<file path="config.mk">
export PLATFORM = sky130hd
export DESIGN_NAME = vrrp_master_backup_fsm_unit
export DESIGN_NICKNAME = d
export VERILOG_FILES = /design/src/vrrp_pkg.sv /design/src/vrrp_master_backup_fsm_unit.sv /design/src/vrrp_cfg_regs.sv /design/src/vrrp_role_core.sv
export SDC_FILE = /design/constraint.sdc
export NUM_CORES = 1
export LEC_CHECK = 0
export ABC_CLOCK_PERIOD_IN_PS = 6900
export BUFFER_PORTS_ARGS = -buffer_cell sky130_fd_sc_hd__buf_4
export CAP_MARGIN = 20
export CORE_MARGIN = 3
export CORE_UTILIZATION = 55
export DETAILED_ROUTE_END_ITERATION = 6
export PLACE_DENSITY = 0.79
export SYNTH_ARGS = -nofsm -noshare
export SYNTH_HDL_FRONTEND = slang
export SYNTH_SLANG_ARGS = --single-unit
export TNS_END_PERCENT = 5
</file>
<file path="constraint.sdc">
create_clock -name clk -period 6.9 [get_ports clk]
set_clock_uncertainty 0.15 [all_clocks]
set_input_delay 1.38 -clock clk [delete_from_list [all_inputs] [get_ports clk]]
set_output_delay 1.38 -clock clk [all_outputs]
set_load 0.02 [all_outputs]
</file>
<file path="src/vrrp_pkg.sv">
// ----------------------------------------------------------------------------
// vrrp_pkg: shared types and codes for the VRRP role machine
// Word layouts, role and event codes, register indexes and timing constants.
// ----------------------------------------------------------------------------
`timescale 1ns / 1ps
`default_nettype none

package vrrp_pkg;

	// role codes
	localparam logic [1:0] ROLE_INIT   = 2'd0;
	localparam logic [1:0] ROLE_BACKUP = 2'd1;
	localparam logic [1:0] ROLE_MASTER = 2'd2;

	// event codes
	localparam logic [1:0] FUNC_TICK   = 2'd0;
	localparam logic [1:0] FUNC_ADVERT = 2'd1;
	localparam logic [1:0] FUNC_START  = 2'd2;

	// register indexes
	localparam int unsigned CFG_IDX_W = 2;
	localparam logic [CFG_IDX_W-1:0] CFG_OWN_PRIORITY   = 2'd0;
	localparam logic [CFG_IDX_W-1:0] CFG_ADV_INTERVAL   = 2'd1;
	localparam logic [CFG_IDX_W-1:0] CFG_PREEMPT_ENABLE = 2'd2;
	localparam logic [CFG_IDX_W-1:0] CFG_OWN_ADDRESS    = 2'd3;
	localparam int unsigned CFG_DATA_W = 32;

	// register reset values
	localparam logic [7:0]  RST_OWN_PRIORITY   = 8'd100;
	localparam logic [7:0]  RST_ADV_INTERVAL   = 8'd1;
	localparam logic        RST_PREEMPT_ENABLE = 1'b1;
	localparam logic [31:0] RST_OWN_ADDRESS    = 32'd0;

	// timing
	localparam int unsigned ADV_TIMER_W = 16;
	localparam int unsigned MD_TIMER_W  = 18;
	localparam logic [7:0]  PRIO_OWNER  = 8'd255;
	localparam logic [7:0]  PRIO_ZERO   = 8'd0;
	localparam logic [8:0]  TICKS_PER_SEC = 9'd256;

	typedef struct packed {
		logic [1:0]  func;
		logic        packet_ok;
		logic [7:0]  packet_priority;
		logic [31:0] packet_source;
		logic        link_alive;
		logic        fault_flag;
	} in_word_t;

	typedef struct packed {
		logic [1:0] role;
		logic       send_advert;
		logic       role_changed;
	} out_word_t;

	typedef struct packed {
		logic [7:0]  own_priority;
		logic [7:0]  adv_interval;
		logic        preempt_enable;
		logic [31:0] own_address;
	} cfg_t;

endpackage

`default_nettype wire

</file>
<file path="src/vrrp_master_backup_fsm_unit.sv">
// ----------------------------------------------------------------------------
// vrrp_master_backup_fsm_unit: VRRP init / backup / master role machine
// One event word in, one result word out.
// ----------------------------------------------------------------------------
// Path: input accept to out_valid passes the input register, then the
//   result register.
// Throughput: 1 word per cycle unless out_stall holds the result register;
//   the role/timer update is combinational between the two registers.
// Reset (arst_n low): role init, both timers 0, registers at their defaults,
//   pipeline empty.
`timescale 1ns / 1ps
`default_nettype none

module vrrp_master_backup_fsm_unit (
	input  wire logic                              clk,
	input  wire logic                              arst_n,
	// event word in
	input  wire logic                              in_valid,
	output logic                                   in_stall,
	input  wire vrrp_pkg::in_word_t                in_data,
	// result word out
	output logic                                   out_valid,
	input  wire logic                              out_stall,
	output vrrp_pkg::out_word_t                    out_data,
	// configuration writes
	input  wire logic                              cfg_we,
	input  wire logic [vrrp_pkg::CFG_IDX_W-1:0]    cfg_index,
	input  wire logic [vrrp_pkg::CFG_DATA_W-1:0]   cfg_wdata
);

	logic                 valid_s1;
	vrrp_pkg::in_word_t   data_s1;
	logic                 out_valid_q;
	vrrp_pkg::out_word_t  out_data_q;
	logic                 accept_in;
	logic                 advance;
	vrrp_pkg::cfg_t       cfg;
	vrrp_pkg::out_word_t  result;

	// Stage 1 moves into the result register when that register is empty or
	// being drained this cycle. Role state commits on the same edge, so each
	// word sees the state left by the one before it.
	assign advance   = valid_s1 && (!out_valid_q || !out_stall);
	assign in_stall  = valid_s1 && !advance;
	assign accept_in = in_valid && !in_stall;

	always_ff @(posedge clk or negedge arst_n) begin
		if (!arst_n) begin
			valid_s1 <= 1'b0;
		end else if (accept_in) begin
			valid_s1 <= 1'b1;
		end else if (advance) begin
			valid_s1 <= 1'b0;
		end
	end

	always_ff @(posedge clk) begin
		if (accept_in) begin
			data_s1 <= in_data;
		end
	end

	vrrp_cfg_regs u_cfg (
		.clk       (clk),
		.arst_n    (arst_n),
		.cfg_we    (cfg_we),
		.cfg_index (cfg_index),
		.cfg_wdata (cfg_wdata),
		.cfg       (cfg)
	);

	vrrp_role_core u_core (
		.clk     (clk),
		.arst_n  (arst_n),
		.advance (advance),
		.item    (data_s1),
		.cfg     (cfg),
		.result  (result)
	);

	// Result register: holds while stalled.
	always_ff @(posedge clk or negedge arst_n) begin
		if (!arst_n) begin
			out_valid_q <= 1'b0;
		end else if (advance) begin
			out_valid_q <= 1'b1;
		end else if (!out_stall) begin
			out_valid_q <= 1'b0;
		end
	end

	always_ff @(posedge clk) begin
		if (advance) begin
			out_data_q <= result;
		end
	end

	assign out_valid = out_valid_q;
	assign out_data  = out_data_q;

endmodule

`default_nettype wire

</file>
<file path="src/vrrp_cfg_regs.sv">
// ----------------------------------------------------------------------------
// vrrp_cfg_regs: configuration register file
// Four write-only registers loaded through a plain indexed write port.
// ----------------------------------------------------------------------------
`timescale 1ns / 1ps
`default_nettype none

module vrrp_cfg_regs (
	input  wire logic                              clk,
	input  wire logic                              arst_n,
	input  wire logic                              cfg_we,
	input  wire logic [vrrp_pkg::CFG_IDX_W-1:0]    cfg_index,
	input  wire logic [vrrp_pkg::CFG_DATA_W-1:0]   cfg_wdata,
	output vrrp_pkg::cfg_t                         cfg
);

	vrrp_pkg::cfg_t cfg_q;

	always_ff @(posedge clk or negedge arst_n) begin
		if (!arst_n) begin
			cfg_q.own_priority   <= vrrp_pkg::RST_OWN_PRIORITY;
			cfg_q.adv_interval   <= vrrp_pkg::RST_ADV_INTERVAL;
			cfg_q.preempt_enable <= vrrp_pkg::RST_PREEMPT_ENABLE;
			cfg_q.own_address    <= vrrp_pkg::RST_OWN_ADDRESS;
		end else if (cfg_we) begin
			unique case (cfg_index)
				vrrp_pkg::CFG_OWN_PRIORITY:   cfg_q.own_priority   <= cfg_wdata[7:0];
				vrrp_pkg::CFG_ADV_INTERVAL:   cfg_q.adv_interval   <= cfg_wdata[7:0];
				vrrp_pkg::CFG_PREEMPT_ENABLE: cfg_q.preempt_enable <= cfg_wdata[0];
				vrrp_pkg::CFG_OWN_ADDRESS:    cfg_q.own_address    <= cfg_wdata[31:0];
				default: ;
			endcase
		end
	end

	assign cfg = cfg_q;

endmodule

`default_nettype wire

</file>
<file path="src/vrrp_role_core.sv">
// ----------------------------------------------------------------------------
// vrrp_role_core: role state, timers and next-state logic
// Evaluates one event against the current role and timers; state commits
// when the pipeline advances.
// ----------------------------------------------------------------------------
`timescale 1ns / 1ps
`default_nettype none

module vrrp_role_core (
	input  wire logic                clk,
	input  wire logic                arst_n,
	input  wire logic                advance,
	input  wire vrrp_pkg::in_word_t  item,
	input  wire vrrp_pkg::cfg_t      cfg,
	output vrrp_pkg::out_word_t      result
);

	logic [1:0]                        role_q, role_d;
	logic [vrrp_pkg::ADV_TIMER_W-1:0]  adv_timer_q, adv_timer_d;
	logic [vrrp_pkg::MD_TIMER_W-1:0]   md_timer_q, md_timer_d;
	logic                              send;
	logic [vrrp_pkg::ADV_TIMER_W-1:0]  adv_ticks;
	logic [8:0]                        skew_ticks;
	logic [vrrp_pkg::MD_TIMER_W-1:0]   md_ticks;
	logic                              outranked;
	logic                              adv_expired;
	logic                              md_expired;

	// interval * 256, skew = 256 - prio, master-down = 3 * interval * 256 + skew
	assign adv_ticks  = {cfg.adv_interval, 8'h00};
	assign skew_ticks = vrrp_pkg::TICKS_PER_SEC - {1'b0, cfg.own_priority};
	assign md_ticks   = {1'b0, cfg.adv_interval, 9'h000}
	                  + {2'b00, cfg.adv_interval, 8'h00}
	                  + {9'h000, skew_ticks};

	assign outranked = (item.packet_priority > cfg.own_priority) ||
	                   ((item.packet_priority == cfg.own_priority) &&
	                    (item.packet_source > cfg.own_address));

	// timer holding 0 or 1 expires on the tick
	assign adv_expired = (adv_timer_q[vrrp_pkg::ADV_TIMER_W-1:1] == '0);
	assign md_expired  = (md_timer_q[vrrp_pkg::MD_TIMER_W-1:1] == '0);

	always_comb begin
		role_d      = role_q;
		adv_timer_d = adv_timer_q;
		md_timer_d  = md_timer_q;
		send        = 1'b0;
		unique case (item.func)
			vrrp_pkg::FUNC_START: begin
				if (cfg.own_priority == vrrp_pkg::PRIO_OWNER && !item.fault_flag) begin
					send        = 1'b1;
					adv_timer_d = adv_ticks;
					role_d      = vrrp_pkg::ROLE_MASTER;
				end else begin
					md_timer_d = md_ticks;
					role_d     = vrrp_pkg::ROLE_BACKUP;
				end
			end
			vrrp_pkg::FUNC_TICK: begin
				if (role_q == vrrp_pkg::ROLE_MASTER) begin
					if (adv_expired) begin
						if (!item.link_alive || item.fault_flag) begin
							md_timer_d = md_ticks;
							role_d     = vrrp_pkg::ROLE_BACKUP;
						end else begin
							send        = 1'b1;
							adv_timer_d = adv_ticks;
						end
					end else begin
						adv_timer_d = adv_timer_q - vrrp_pkg::ADV_TIMER_W'(1);
					end
				end else if (role_q == vrrp_pkg::ROLE_BACKUP) begin
					if (md_expired) begin
						if (item.link_alive && !item.fault_flag) begin
							send        = 1'b1;
							adv_timer_d = adv_ticks;
							role_d      = vrrp_pkg::ROLE_MASTER;
						end else begin
							md_timer_d = md_ticks;
						end
					end else begin
						md_timer_d = md_timer_q - vrrp_pkg::MD_TIMER_W'(1);
					end
				end
			end
			vrrp_pkg::FUNC_ADVERT: begin
				if (item.packet_ok) begin
					if (role_q == vrrp_pkg::ROLE_MASTER) begin
						if (item.packet_priority == vrrp_pkg::PRIO_ZERO) begin
							send        = 1'b1;
							adv_timer_d = adv_ticks;
						end else if (outranked || item.fault_flag || !item.link_alive) begin
							md_timer_d = md_ticks;
							role_d     = vrrp_pkg::ROLE_BACKUP;
						end
					end else if (role_q == vrrp_pkg::ROLE_BACKUP) begin
						if (item.packet_priority == vrrp_pkg::PRIO_ZERO) begin
							md_timer_d = {9'h000, skew_ticks};
						end else if (!cfg.preempt_enable ||
						             item.packet_priority >= cfg.own_priority) begin
							md_timer_d = md_ticks;
						end
					end
				end
			end
			default: ;
		endcase
	end

	always_ff @(posedge clk or negedge arst_n) begin
		if (!arst_n) begin
			role_q      <= vrrp_pkg::ROLE_INIT;
			adv_timer_q <= '0;
			md_timer_q  <= '0;
		end else if (advance) begin
			role_q      <= role_d;
			adv_timer_q <= adv_timer_d;
			md_timer_q  <= md_timer_d;
		end
	end

	assign result.role         = role_d;
	assign result.send_advert  = send;
	assign result.role_changed = (role_d != role_q);

endmodule

`default_nettype wire

</file>
# Yosys cells after proc, flatten, opt, wreduce, memory -nomap -nowiden
# Index checks and enable logic that the tools add are counted.
op_classes:
  order_cmp: 3
  n_reduce_logical: 32
  eq_ne: 27
  mux: 53
  addsub: 5
op_table:
  columns: ["cell", "n"]
  rows:
  - ["2-to-1 mux 18 bit", 14]
  - ["2-to-1 mux 16 bit", 10]
  - ["case mux 18 bit (3 select lines)", 1]
  - ["case mux 16 bit (3 select lines)", 1]
  - ["> comparator 32 bit", 1]
  - ["2-to-1 mux 2 bit", 11]
  - ["adder 17 x 16 -> 18 bit", 1]
  - ["adder 18 x 9 -> 18 bit", 1]
  - ["subtractor 18 x 1 -> 18 bit (second input constant)", 1]
  - ["zero test 17 bit", 1]
  - ["subtractor 16 x 1 -> 16 bit (second input constant)", 1]
  - ["zero test 15 bit", 1]
  - ["2-to-1 mux 1 bit", 14]
  - ["!= test 3 x 1 -> 1 bit (second input constant)", 4]
  - ["AND reduction 12 bit", 1]
  - ["AND reduction 10 bit", 1]
  - ["!= test 3 bit (second input constant)", 3]
  - ["subtractor 9 x 8 -> 9 bit (first input constant)", 1]
  - ["== test 2 bit (second input constant)", 4]
  - ["== test 8 bit", 1]
  - ["== test 8 bit (second input constant)", 1]
  - [">= comparator 8 bit", 1]
  - ["> comparator 8 bit", 1]
  - ["zero test 8 bit", 1]
  - ["other kinds (16)", 43]
word_totals:
  wordCells: 138
  output_inout_bits: 6
  reg_bits: 136
  inputBits: 84

# Logic depth before layout (Yosys ltp)
# Gate-level depths: netlist of run 1.
logic_depth:
  word_depth: 11
  ltp_mapped: 14
  ltp_nobuf: 14

# Hierarchy
# A second synthesis of run 1 with hierarchy kept.
hier_totals:
  cells_unflattened: 713
  area_unflattened_um2: 7661.1
by_module_without_submodules:
  columns: ["module", "instances", "cells_per_inst", "seq_area_each_um2", "area_per_inst_um2"]
  rows:
  - ["vrrp_role_core", 1, 551, 900.9, 4254.1]
  - ["vrrp_cfg_regs", 1, 105, 1232.4, 1843.0]
  - ["vrrp_master_backup_fsm_unit", 1, 57, 1521.5, 1564.0]

# Worst setup path before layout of run 1
# No wires, ideal clock.
synth_timing:
  path_kind: "input to output"
  start: "input port out_stall"
  end: "output port in_stall"
  n_path_buf: 0
  stages: 2
  required_time_ns: 5.370
  path_slack_ns: 3.741
  arrival_time_ns: 1.629
  path_cell_list: "nand3_1 -> inv_1"
synth_via:
  elab_chain_cells: 5
synth_rtl:
  columns: ["element", "line", "text"]
  rows:
  - ["start: declaration", "vrrp_master_backup_fsm_unit.sv:23", "input wire logic out_stall,"]
  - ["zero test 1 bit", null, null]
  - ["logical OR 1 bit", "vrrp_master_backup_fsm_unit.sv:43", "assign advance = valid_s1 && (!out_valid_q || !out_stall);"]
  - ["logical AND 1 bit", "vrrp_master_backup_fsm_unit.sv:43", null]
  - ["zero test 1 bit", "vrrp_master_backup_fsm_unit.sv:44", "assign in_stall = valid_s1 && !advance;"]
  - ["logical AND 1 bit", "vrrp_master_backup_fsm_unit.sv:44", null]
  - ["end: declaration", "vrrp_master_backup_fsm_unit.sv:19", "output logic in_stall,"]
# Every way passes these cells.

# Worst setup path after layout of run 1
layout_timing:
  start: "register u_core.md_timer_q[7] (netlist name)"
  end: "register u_core.md_timer_q[16] (netlist name)"
layout_via:
  elab_chain_cells: 5
  word_cells_on_any_way: 8
  cone_classes: "add/sub (1); eq/ne (1); mux (4); reduce/logical (2)"
layout_rtl:
  columns: ["element", "line", "text"]
  rows:
  - ["start: declaration", "vrrp_role_core.sv:20", "logic [vrrp_pkg::MD_TIMER_W-1:0] md_timer_q, md_timer_d;"]
  - ["start signal: assignment", "vrrp_role_core.sv:119", "md_timer_q <= md_timer_d;"]
  - ["subtractor 18 x 1 -> 18 bit / zero test 17 bit (equally long branches)", "vrrp_role_core.sv:83, vrrp_role_core.sv:42", null]
  - ["2-to-1 mux 18 bit", "vrrp_role_core.sv:74", "if (md_expired) begin"]
  - ["2-to-1 mux 18 bit", "vrrp_role_core.sv:73", "end else if (role_q == vrrp_pkg::ROLE_BACKUP) begin"]
  - ["2-to-1 mux 18 bit", "vrrp_role_core.sv:61", "if (role_q == vrrp_pkg::ROLE_MASTER) begin"]
  - ["case mux 18 bit (3 select lines)", "vrrp_role_core.sv:49", "unique case (item.func)"]
# Several ways; a longest one is shown, not always the timed one. The select of a mux whose other input is x is not followed.
# A chain may end at the register's enable or synchronous reset.

==> results of run 1 <==
[synthesized netlist by cell type (4+ instances only)]
cell type   n
inv_1      60
mux2_2     45
xnor2_1     9
a31oi_1    16
nand3_1     9
o31ai_1     5
and4_1      6
dfrtp_1    82
and3_1      5
a21o_1      6
nor3_1     19
o21ai_0    43
o22a_1      9
xor2_1      4
nor4_1     15
clkbuf_1   14
nand2_1    47
nand4_1    10
dfstp_2     5
a211oi_1   16
ha_1       54
nand2b_1    6
edfxtp_1   49
a21oi_1    41
nor2_1     51
a32oi_1     4
or3_1       5
o22ai_1     8
o21ai_1     5
buf_2       4
[worst max-delay path by stage]
stage                                startpoint                           endpoint  slack, ns  depth (start not counted)
5_1_grt                   data_s1[43]$_DFFE_PP_   u_core.md_timer_q[8]$_DFFE_PN0P_       3.09                          7
2_1_floorplan                         out_stall                           in_stall       3.74                          2
4_1_cts        u_core.md_timer_q[7]$_DFFE_PN0P_  u_core.md_timer_q[16]$_DFFE_PN0P_       3.32                          6
6_report       u_core.md_timer_q[7]$_DFFE_PN0P_  u_core.md_timer_q[16]$_DFFE_PN0P_       3.25                          6
3_5_place_dp                          out_stall   u_core.md_timer_q[0]$_DFFE_PN0P_       3.05                          8
3_3_place_gp                          out_stall   u_core.md_timer_q[0]$_DFFE_PN0P_       3.13                          8
[critical path: stages (launching register included)]
cell,delay [ns]
dfrtp_1,0.44
or4_1,0.64
nor4_4,0.33
nand3_1,0.24
o211ai_2,0.71
a21o_1,0.61
mux2_2,0.40
[cell families after synthesis]
family	count (synthesis)	share of synthesized area, %
flip-flops	136	48.43
adder cells (fa/ha/maj)	55	9.218
AND/OR/NAND/NOR	193	13.00
AO/OA/AOI/OAI	190	16.48
buffers and inverters	83	4.393
XOR/XNOR	13	1.509
multiplexers	47	6.980
[power groups by stage]
| stage | Sequential (mW) | Combinational, mW | Clock [mW] |
|---|---|---|---|
| 2_1_floorplan | 1.13 | 0.609 | 0 |
| 3_3_place_gp | 1.17 | 0.776 | 0 |
| 3_5_place_dp | 1.18 | 0.809 | 0 |
| 4_1_cts | 1.17 | 0.821 | 0.896 |
| 5_1_grt | 1.20 | 0.929 | 0.929 |
| 6_report | 1.17 | 0.829 | 0.886 |
[sequential cells by signal, indices dropped and copies added, names as in the netlist]
register and flops:
u_cfg.cfg 49, data_s1 45, u_core.md_timer_q 18, u_core.adv_timer_q 16, out_data 4, u_core.role_q 2, out_valid 1, valid_s1 1
[area by class of cell]
| type | instances | area [µm²] | share of cell area (%) |
|---|---|---|---|
| multi-input combinational | 498 | 3568 | 39.72 |
| clock inverter | 14 | 135.1 | 1.504 |
| clock buffer | 18 | 439.2 | 4.889 |
| inverter | 60 | 225.2 | 2.507 |
| tap | 176 | 220.2 | 2.451 |
| timing repair buffer | 97 | 740.7 | 8.245 |
| sequential | 136 | 3655 | 40.68 |
[placed cells by master (no fill, tap or decap), types with 7 or more instances in the layout]
cell	count
nor3_1	19
a31oi_1	16
a211oi_1	16
dfrtp_1	82
o22ai_1	8
a21oi_1	41
nand4_1	10
nand3_1	9
edfxtp_1	49
nor2_1	51
o21ai_0	43
nand2_1	47
buf_4	96
inv_1	60
xnor2_1	9
ha_1	54
clkbuf_16	17
nor4_1	14
o22a_1	9
inv_6	7
mux2_2	45
[metrics by stage]
stage | hold slack [ns] | worst slack (ns)
after floorplan | 0.3074 | 3.741
after global placement | 0.3305 | 3.131
after detailed placement | 0.3406 | 3.047
after CTS | 0.3553 | 3.318
after global routing | 0.3757 | 3.086
final | 0.3505 | 3.253
[per-layer routing]
metal	vias to the layer above	track usage (%)	wire, µm
li1	2872	-	-
met3	43	6.084	1320
met1	2906	32.51	7495
met4	0	10.10	473
met5	-	0	0
met2	276	42.20	8826
==> out/metrics.csv, run 1 <==
metric,value,unit
status,finished clean,
hp-class,register to register,
layout.cells.non_filler,999,
setup_viol,0,
area_delta_synth_final,19.03,%
pwr-share-clk,30.7,%
drc,0,
cts_inserted_buffers,17,
crit_type,register to register,
ys_top_cells_by_area,"dfrtp_1 27%, edfxtp_1 19%, ha_1 9.0%",
syn_nets,856,
n_fill_cell,985,
worstReg2RegStart,u_core.md_timer_q[7]$_DFFE_PN0P_,
antenna_left,0,
cts-resized-gates,0,
start_util,56.54,%
placed_cells,966,
ys_warn_count,0,
cts_max_level,4,
holdPathStages,1,
post_cts_buffers,0,
fin_nets,949,
die_x,123.1,µm
critPathCaptureType,register,
clockBufferDepth,2,
synth.distinct_cells,69,
track_usage,25.53,%
power_frac_comb,28.7,%
yosysTopAreaCell,dfrtp_1,
clkTransAtPathRegs,0.06,ns
synth_edf_count,49,
finalSetupTns,0,ns
ys_async_sr_fraction,63.97,%
min_period_over_period,52.86,%
die_y,123.1,µm
cp-start-kind,register,
rows,42,
final_layout_size_suffix_gt1_share,22.84,%
final_max_slew_viol_count,0,
grt-ovfl-total,0,
avgViaCountPerCell,6.103,
grt_max_degree,60,
leakage,3.881,nW
drtIter0Drc,394,
power.share.sequential,40.6,%
final_area,8984,µm²
clock_sinks,136,
fin_util,67.30,%
first_global_vias,6238,
crit_arrival,3.80,ns
crit_fanout,18,
dpl_cell_area,8389,µm²
wire_per_inst,18.13,µm
hp-start,valid_s1$_DFFE_PN0P_,
fmax,274.2,MHz
postSynthRegisterBits,136,
seq_area_frac_synth,48.43,%
rr_worst_depth,6,
drt_wl_total,18.12,mm
clk_root_buffer_cell,clkbuf_16,
postSynthCellCount,717,
synthesis.area,7547,µm²
hold_buffers,0,
dp_hpwl,13.10,mm
gp_congestion,0.8920,
synth_top_area_share,27.19,%
die_area,15160,µm²
min_period,3.647,ns
finalPower,2.885,mW
dr.pass1.iters,5,
critPathRequiredTime,7.06,ns
switchingPower,0.9923,mW
rsz0062_at_grt,no,
grt_pass1_wl,30.15,mm
worstSkewPairLatency,0.42,ns
diodes,0,
swShare,34.39,%
worstReg2RegEnd,u_core.md_timer_q[16]$_DFFE_PN0P_,
p_int,1.893,mW
drv_cap,0,
worstHoldEndpoint,out_valid$_DFFE_PN0P_,
pwr_density_cell,321.2,nW/µm²
core_area,13350,µm²
r2r_setup_slack,3.25,ns
worst_pin_slew,0.9380,ns
cts_tree,built,
numPortBuffers,89,
vias,6097,
ios,90,
slew_headroom,35.85,%
synth.avg_cell_area,10.53,µm²
ys.flop_type,dfrtp_1,
antenna_found_initial,0,
ir_drop,0.1862,mV
hold_violations,0,
(Power assumes the default switching activity.)
==> run 2, diff against run 1 <==
Settings changed: ABC_CLOCK_PERIOD_IN_PS 6900 to 3000, CORE_UTILIZATION 55 to 53, PLACE_DENSITY 0.79 to 0.8.
Clock period 6.9 ns to 3 ns, I/O delays scaled along.
==> run 2 against run 1 <==
Against the previous run: clock power grew 130%; global-route usage fell by 0.36 points; worst setup slack got worse by 3.2 ns; cell area up 3.9%; critical path type unchanged.
==> out/metrics.csv, run 2 (same netlist as run 1, synthesis figures left out) <==
metric,value,unit,change
status,finished clean,,unchanged
grt-busiest-layer,met2,,unchanged
met3_usage,6.994,%,was 6.084%
crit_arrival,3.08,ns,was 3.80 ns
critPathRequiredTime,3.16,ns,was 7.06 ns
dp_hpwl,13.75,mm,was 13.10 mm
setup_viol,0,,unchanged
cts_inserted_buffers,17,,unchanged
diodes,0,,unchanged
finalSetupTns,0,ns,unchanged
hp-class,input pin to asynchronous set/reset pin,,was register to register
worst_pin_slew,0.9521,ns,was 0.9380 ns
hold_buffers,0,,unchanged
cts_max_level,4,,unchanged
drv_cap,0,,unchanged
grt-ovfl-total,0,,unchanged
min_period,2.922,ns,was 3.647 ns
grt_pass1_wl,32.03,mm,was 30.15 mm
multiInputGateArea,3652,µm²,was 3568 µm²
n_fill_cell,972,,was 985
final_max_slew_viol_count,0,,unchanged
gp_congestion,0.9020,,was 0.8920
clock_sinks,136,,unchanged
min_period_over_period,97.40,%,was 52.86%
area_delta_synth_final,23.67,%,was 19.03%
slew_headroom,36.53,%,was 35.85%
ios,90,,unchanged
clk_root_buffer_cell,clkbuf_16,,unchanged
hold_violations,0,,unchanged
avgViaCountPerCell,6.094,,was 6.103
die_area,15710,µm²,"was 15,160 µm²"
critPathCaptureType,register,,unchanged
die_y,125.3,µm,was 123.1 µm
cp-start-kind,register,,unchanged
first_global_vias,6682,,"was 6,238"
final_layout_size_suffix_gt1_share,27.71,%,was 22.84%
cts_tree,built,,unchanged
rsz0062_at_grt,no,,unchanged
drtIter0Drc,496,,was 394
grt_max_degree,72,,was 60
drt_wl_total,19.23,mm,was 18.12 mm
numPortBuffers,89,,unchanged
clkTransAtPathRegs,0.06,ns,about the same
vias,6307,,"was 6,097"
grt_util_met2,43.21,%,was 42.20%
fin_util,68.84,%,was 67.30%
fin_nets,985,,was 949
antenna_found_initial,0,,unchanged
drc,0,,unchanged
use_met1,30.44,%,was 32.51%
clockBufferDepth,2,,unchanged
leakage,4.074,nW,was 3.881 nW
dr.pass1.iters,5,,unchanged
fmax,342.2,MHz,was 274.2 MHz
track_usage,25.17,%,was 25.53%
regArea,3655,µm²,unchanged
start_util,55.67,%,was 56.54%
antenna_left,0,,unchanged
pwr_density_cell,734.0,nW/µm²,was 321.2 nW/µm²
core_area,13560,µm²,"was 13,350 µm²"
die_x,125.3,µm,was 123.1 µm
worstSkewPairLatency,0.43,ns,was 0.42 ns
largest_reg_flops,49,,unchanged
layout_common_cells,"133 x buf_4, 82 x dfrtp_1, 59 x inv_1",,"was 96 x buf_4, 82 x dfrtp_1, 60 x inv_1"
wire_per_inst,18.58,µm,was 18.13 µm
ir_drop,0.4630,mV,was 0.1862 mV
crit_type,register to register,,unchanged
mostFrequentLayoutCell,buf_4,,unchanged
crit_fanout,6,,was 18
rows,42,,unchanged
[run 2: area by class of cell]
type / count / share of cell area, %
sequential: 136 / 39.16
multi-input combinational: 498 / 39.13
timing repair buffer: 133 / 10.70
clock buffer: 19 / 4.853
inverter: 60 / 2.413
tap: 176 / 2.359
clock inverter: 13 / 1.394
[run 2: path summary, 6_finish.rpt]
path	start	endpoint	slack, ns	cells after the start
worst min register to register	valid_s1$_DFFE_PN0P_	out_valid$_DFFE_PN0P_	0.35	1
worst min-delay path	arst_n	u_core.adv_timer_q[3]$_DFFE_PN0P_	0.17	1
worst max register to register	u_cfg.cfg[41]$_DFFE_PN0P_	u_core.md_timer_q[1]$_DFFE_PN0P_	0.08	10
min in group clk	in_data[9]	data_s1[9]$_DFFE_PP_	0.19	1
worst max-delay path	u_cfg.cfg[41]$_DFFE_PN0P_	u_core.md_timer_q[1]$_DFFE_PN0P_	0.08	10
max in group asynchronous	arst_n	u_cfg.cfg[14]$_DFFE_PN0P_	1.81	2
[run 2: metal layers]
metal / routed length [µm] / up-vias
li1: - / 2939
met1: 7667 / 3050
met2: 9759 / 277
met3: 1385 / 41
met4: 413 / 0
met5: 0 / -
[run 2: where the power goes]
group | internal (mW) | total [mW] | switching (mW)
clock network | 1.20 | 2.07 | 0.864
registers | 2.32 | 2.64 | 0.320
logic | 0.968 | 2.14 | 1.17
[run 2: stage by stage]
stage               std cells  area, µm²  worst slack, ns  power, mW  hold slack [ns]
floorplan                 717       7557          0.01008      4.008           0.1544
global placement          998       8640          0.04504      4.570           0.3192
detailed placement        998       8640         -0.06136      4.702           0.3403
CTS                      1035       9320          0.01403      6.843           0.1819
global route             1035       9334         0.006847      7.236           0.1818
finish                   1035       9334          0.07798      6.851           0.1712
[run 2: worst max-delay path: stages, from the launching register on]
cell      delay [ns]
dfrtp_1         0.39
buf_4           0.14
buf_4           0.15
ha_1            0.27
nand2b_1        0.14
a221o_1         0.34
a21oi_1         0.27
a21oi_1         0.17
o21ai_1         0.16
a21o_2          0.26
mux2_2          0.36
[run 2: what timing repair did]
action                     CTS  global route
cloned                       0             0
buffers inserted             5             0
resized for setup           13             4
pin swaps                    8             3
setup endpoints to repair    1            16
==> run 3, diff against run 2 <==
Settings changed: PLACE_DENSITY 0.8 to 0.79, SYNTH_HIERARCHICAL set to 1.
==> run 3 against run 2 <==
Against the previous run: largest cell class is now multi-input combinational cells; flip-flop and latch count did not move; worst setup slack got worse by 0.040 ns; non-clock buffer count down 2; sequential power about the same; via count down 2.0%; die area is 1.4% higher; critical path type unchanged; clock power is essentially flat; worst hold slack worse by 0.16 ns; core utilization is 0.97 points lower.
==> out/metrics.csv, run 3 <==
metric,value,unit,change
largest_reg_flops,49,,unchanged
postSynthCellCount,713,,was 717
die_x,126.2,µm,was 125.3 µm
mostFrequentLayoutCell,buf_4,,unchanged
cts_max_level,4,,unchanged
worst_pin_slew,0.6769,ns,was 0.9521 ns
dr.pass1.iters,5,,unchanged
gp_congestion,0.8969,,was 0.9020
critPathRequiredTime,3.02,ns,was 3.16 ns
grt-ovfl-total,0,,unchanged
grt_pass1_wl,31.10,mm,was 32.03 mm
rr_worst_depth,10,,unchanged
ios,90,,unchanged
synth_edf_count,49,,unchanged
synthSimpleGateAreaFrac,13.54,%,was 13.00%
core_area,13990,µm²,"was 13,560 µm²"
crit_type,register to register,,unchanged
die_y,126.2,µm,was 125.3 µm
power_frac_comb,28.9,%,was 31.2%
leakage,4.182,nW,was 4.074 nW
hp-class,input pin to asynchronous set/reset pin,,unchanged
area_delta_synth_final,23.93,%,was 23.67%
start_util,54.77,%,was 55.67%
min_period,2.962,ns,was 2.922 ns
postSynthRegisterBits,136,,unchanged
cts_inserted_buffers,17,,unchanged
finalPower,6.587,mW,was 6.851 mW
grt_max_degree,51,,was 72
cts_tree,built,,unchanged
fin_nets,980,,was 985
crit_fanout,5,,was 6
status,finished clean,,unchanged
numPortBuffers,89,,unchanged
hold_violations,0,,unchanged
yosys.area_share.adder,9.407,%,was 9.218%
clkTransAtPathRegs,0.06,ns,about the same
rsz0062_at_grt,yes,,was no
synthesis.area,7661,µm²,was 7547 µm²
pwr_density_cell,693.8,nW/µm²,was 734.0 nW/µm²
syn_nets,854,,was 856
power.share.sequential,39.7,%,was 38.6%
clk_root_buffer_cell,clkbuf_16,,unchanged
synth_most_common_cell,dfrtp_1,,unchanged
rows,43,,was 42
ys_async_sr_fraction,63.97,%,unchanged
clock_sinks,136,,unchanged
swShare,32.76,%,was 34.40%
layout.cells.non_filler,1032,,"was 1,035"
first_global_vias,6402,,"was 6,682"
finalSetupTns,0,ns,unchanged
synth_xor_area_share,1.715,%,was 1.509%
yosysTopAreaCell,dfrtp_1,,unchanged
synth_compound_area_share,15.48,%,was 16.48%
drv_cap,0,,unchanged
synth.distinct_cells,79,,was 69
wire_per_inst,18.70,µm,was 18.58 µm
synth_top_family_by_area,compound AO/OA/AOI/OAI gates,,unchanged
diodes,0,,unchanged
placed_cells,998,,unchanged
vias,6181,,"was 6,307"
fmax,337.6,MHz,was 342.2 MHz
die_area,15930,µm²,"was 15,710 µm²"
muxShareOfSynthArea,7.725,%,was 6.979%
track_usage,24.32,%,was 25.17%
slew_headroom,54.46,%,was 36.53%
ys.flop_type,dfrtp_1,,unchanged
antenna_left,0,,unchanged
cp-start-kind,register,,unchanged
antenna_found_initial,0,,unchanged
pwr-share-clk,31.4,%,was 30.2%
ys_warn_count,6,,was 0
p_int,4.429,mW,was 4.494 mW
dp_hpwl,13.62,mm,was 13.75 mm
setup_viol,0,,unchanged
ir_drop,0.5579,mV,was 0.4630 mV
drc,0,,unchanged
ys_top_cells_by_area,"dfrtp_1 27%, edfxtp_1 19%, ha_1 9.1%",,"was dfrtp_1 27%, edfxtp_1 19%, ha_1 9.0%"
n_fill_cell,1024,,was 972
synthTopCellsByCount,"82 x dfrtp_1, 59 x inv_1, 56 x ha_1",,"was 82 x dfrtp_1, 60 x inv_1, 54 x ha_1"
critPathCaptureType,register,,unchanged
final_max_slew_viol_count,0,,unchanged
seq_area_frac_synth,47.71,%,was 48.43%
layout_common_cells,"127 x buf_4, 82 x dfrtp_1, 59 x inv_1",,"was 133 x buf_4, 82 x dfrtp_1, 59 x inv_1"
worstSkewPairLatency,0.43,ns,about the same
avgViaCountPerCell,5.989,,was 6.094
drtIter0Drc,495,,was 496
synth_top_area_share,26.78,%,was 27.19%
switchingPower,2.158,mW,was 2.357 mW
clockBufferDepth,2,,unchanged
crit_arrival,2.99,ns,was 3.08 ns
min_period_over_period,98.73,%,was 97.40%
drt_wl_total,19.30,mm,was 19.23 mm
final_layout_size_suffix_gt1_share,29.93,%,was 27.71%
synth.avg_cell_area,10.74,µm²,was 10.53 µm²
==> run 3: changes by cell type in the layout (fill, tap and decap cells not counted), sizes merged, moves of 6 or more <==
cell / previous run / this run
a211oi: 16 / 4
a22oi: 0 / 13
a31oi: 16 / 9
mux2: 45 / 51
nand2: 47 / 34
nand3: 10 / 17
o31ai: 5 / 14
==> run 3: path summary, 6_finish.rpt <==
path	from	endpoint	slack, ns
max in group asynchronous	arst_n	u_cfg/cfg[32]$_DFFE_PN1P_	1.96
worst min register to register	valid_s1$_DFFE_PN0P_	out_valid$_DFFE_PN0P_	0.35
worst max-delay path	u_cfg/cfg[43]$_DFFE_PN1P_	out_data[0]$_DFFE_PP_	0.04
worst min-delay path	arst_n	u_core/adv_timer_q[7]$_DFFE_PN0P_	0.01
min in group clk	in_data[44]	data_s1[44]$_DFFE_PP_	0.19
worst max register to register	u_cfg/cfg[43]$_DFFE_PN1P_	out_data[0]$_DFFE_PP_	0.04
==> run 3: kinds of logic (layout without fill, tap and decap cells) <==
family / after synthesis / in the layout
DFF: 136 / 136
muxes: 52 / 52
and+or+nand+nor: 191 / 191
AOI/OAI and AO/OA: 179 / 179
buffers and inverters: 83 / 222
adders and majority gates: 57 / 57
xor gates and xnor gates: 15 / 15
==> run 3: layout make-up <==
type                            count  area [µm²]  area share [%]
Sequential cell                   136        3655           38.50
Clock inverter                     12       142.6           1.502
Inverter                           59       221.5           2.333
Multi-Input combinational cell    494        3789           39.91
Clock buffer                       20       436.7           4.599
Tap cell                          180       225.2           2.372
Timing Repair Buffer              131        1025           10.79
==> run 3: power groups by stage <==
stage | clock network (mW) | registers (mW) | logic (mW)
floorplan | 0 | 2.55 | 1.24
global placement | 0 | 2.60 | 1.70
detailed placement | 0 | 2.62 | 1.79
CTS | 2.10 | 2.60 | 1.83
global route | 2.18 | 2.66 | 2.09
finish | 2.07 | 2.61 | 1.90
==> run 3: what timing repair did <==
| action | 4_1_cts | 5_1_grt |
|---|---|---|
| endpoints found under the setup margin | 18 | 25 |
| buffers inserted | 0 | 2 |
| endpoints found under the hold margin | 0 | 0 |
| hold buffers | 0 | 0 |
| resized for setup | 3 | 24 |
| pin swaps | 0 | 8 |
==> run 3: stage by stage <==
stage          cell area, µm²  hold WS [ns]  worst slack, ns  util (%)
6_report                 9494       0.01455          0.03818     67.87
4_1_cts                  9369       0.02675        0.0007159     66.98
3_3_place_gp             8776        0.3233       -0.0004472     62.74
3_5_place_dp             8776        0.3354         -0.09973     62.74
5_1_grt                  9494       0.05047         -0.04033     67.87
2_1_floorplan            7661        0.1544          0.05592         -
==> run 3: critical path, cell delays in order (launching register included) <==
cell	delay [ns]
dfstp_2	0.57
inv_1	0.07
ha_1	0.29
nand4_1	0.11
or3_4	0.43
a2111oi_4	0.24
o21ai_2	0.15
nor3_2	0.26
buf_4	0.18
nor3b_1	0.06
o22a_1	0.21
==> run 3: metal layers <==
layer / routed length, µm / vias to the layer above / part of all wire (%) / track usage, %
li1: - / 2896 / - / -
met1: 7809 / 2986 / 40 / 29.90
met3: 1197 / 43 / 6.2 / 5.980
met4: 481 / 0 / 2.5 / 9.401
met2: 9808 / 256 / 51 / 41.44
met5: 0 / - / 0 / 0
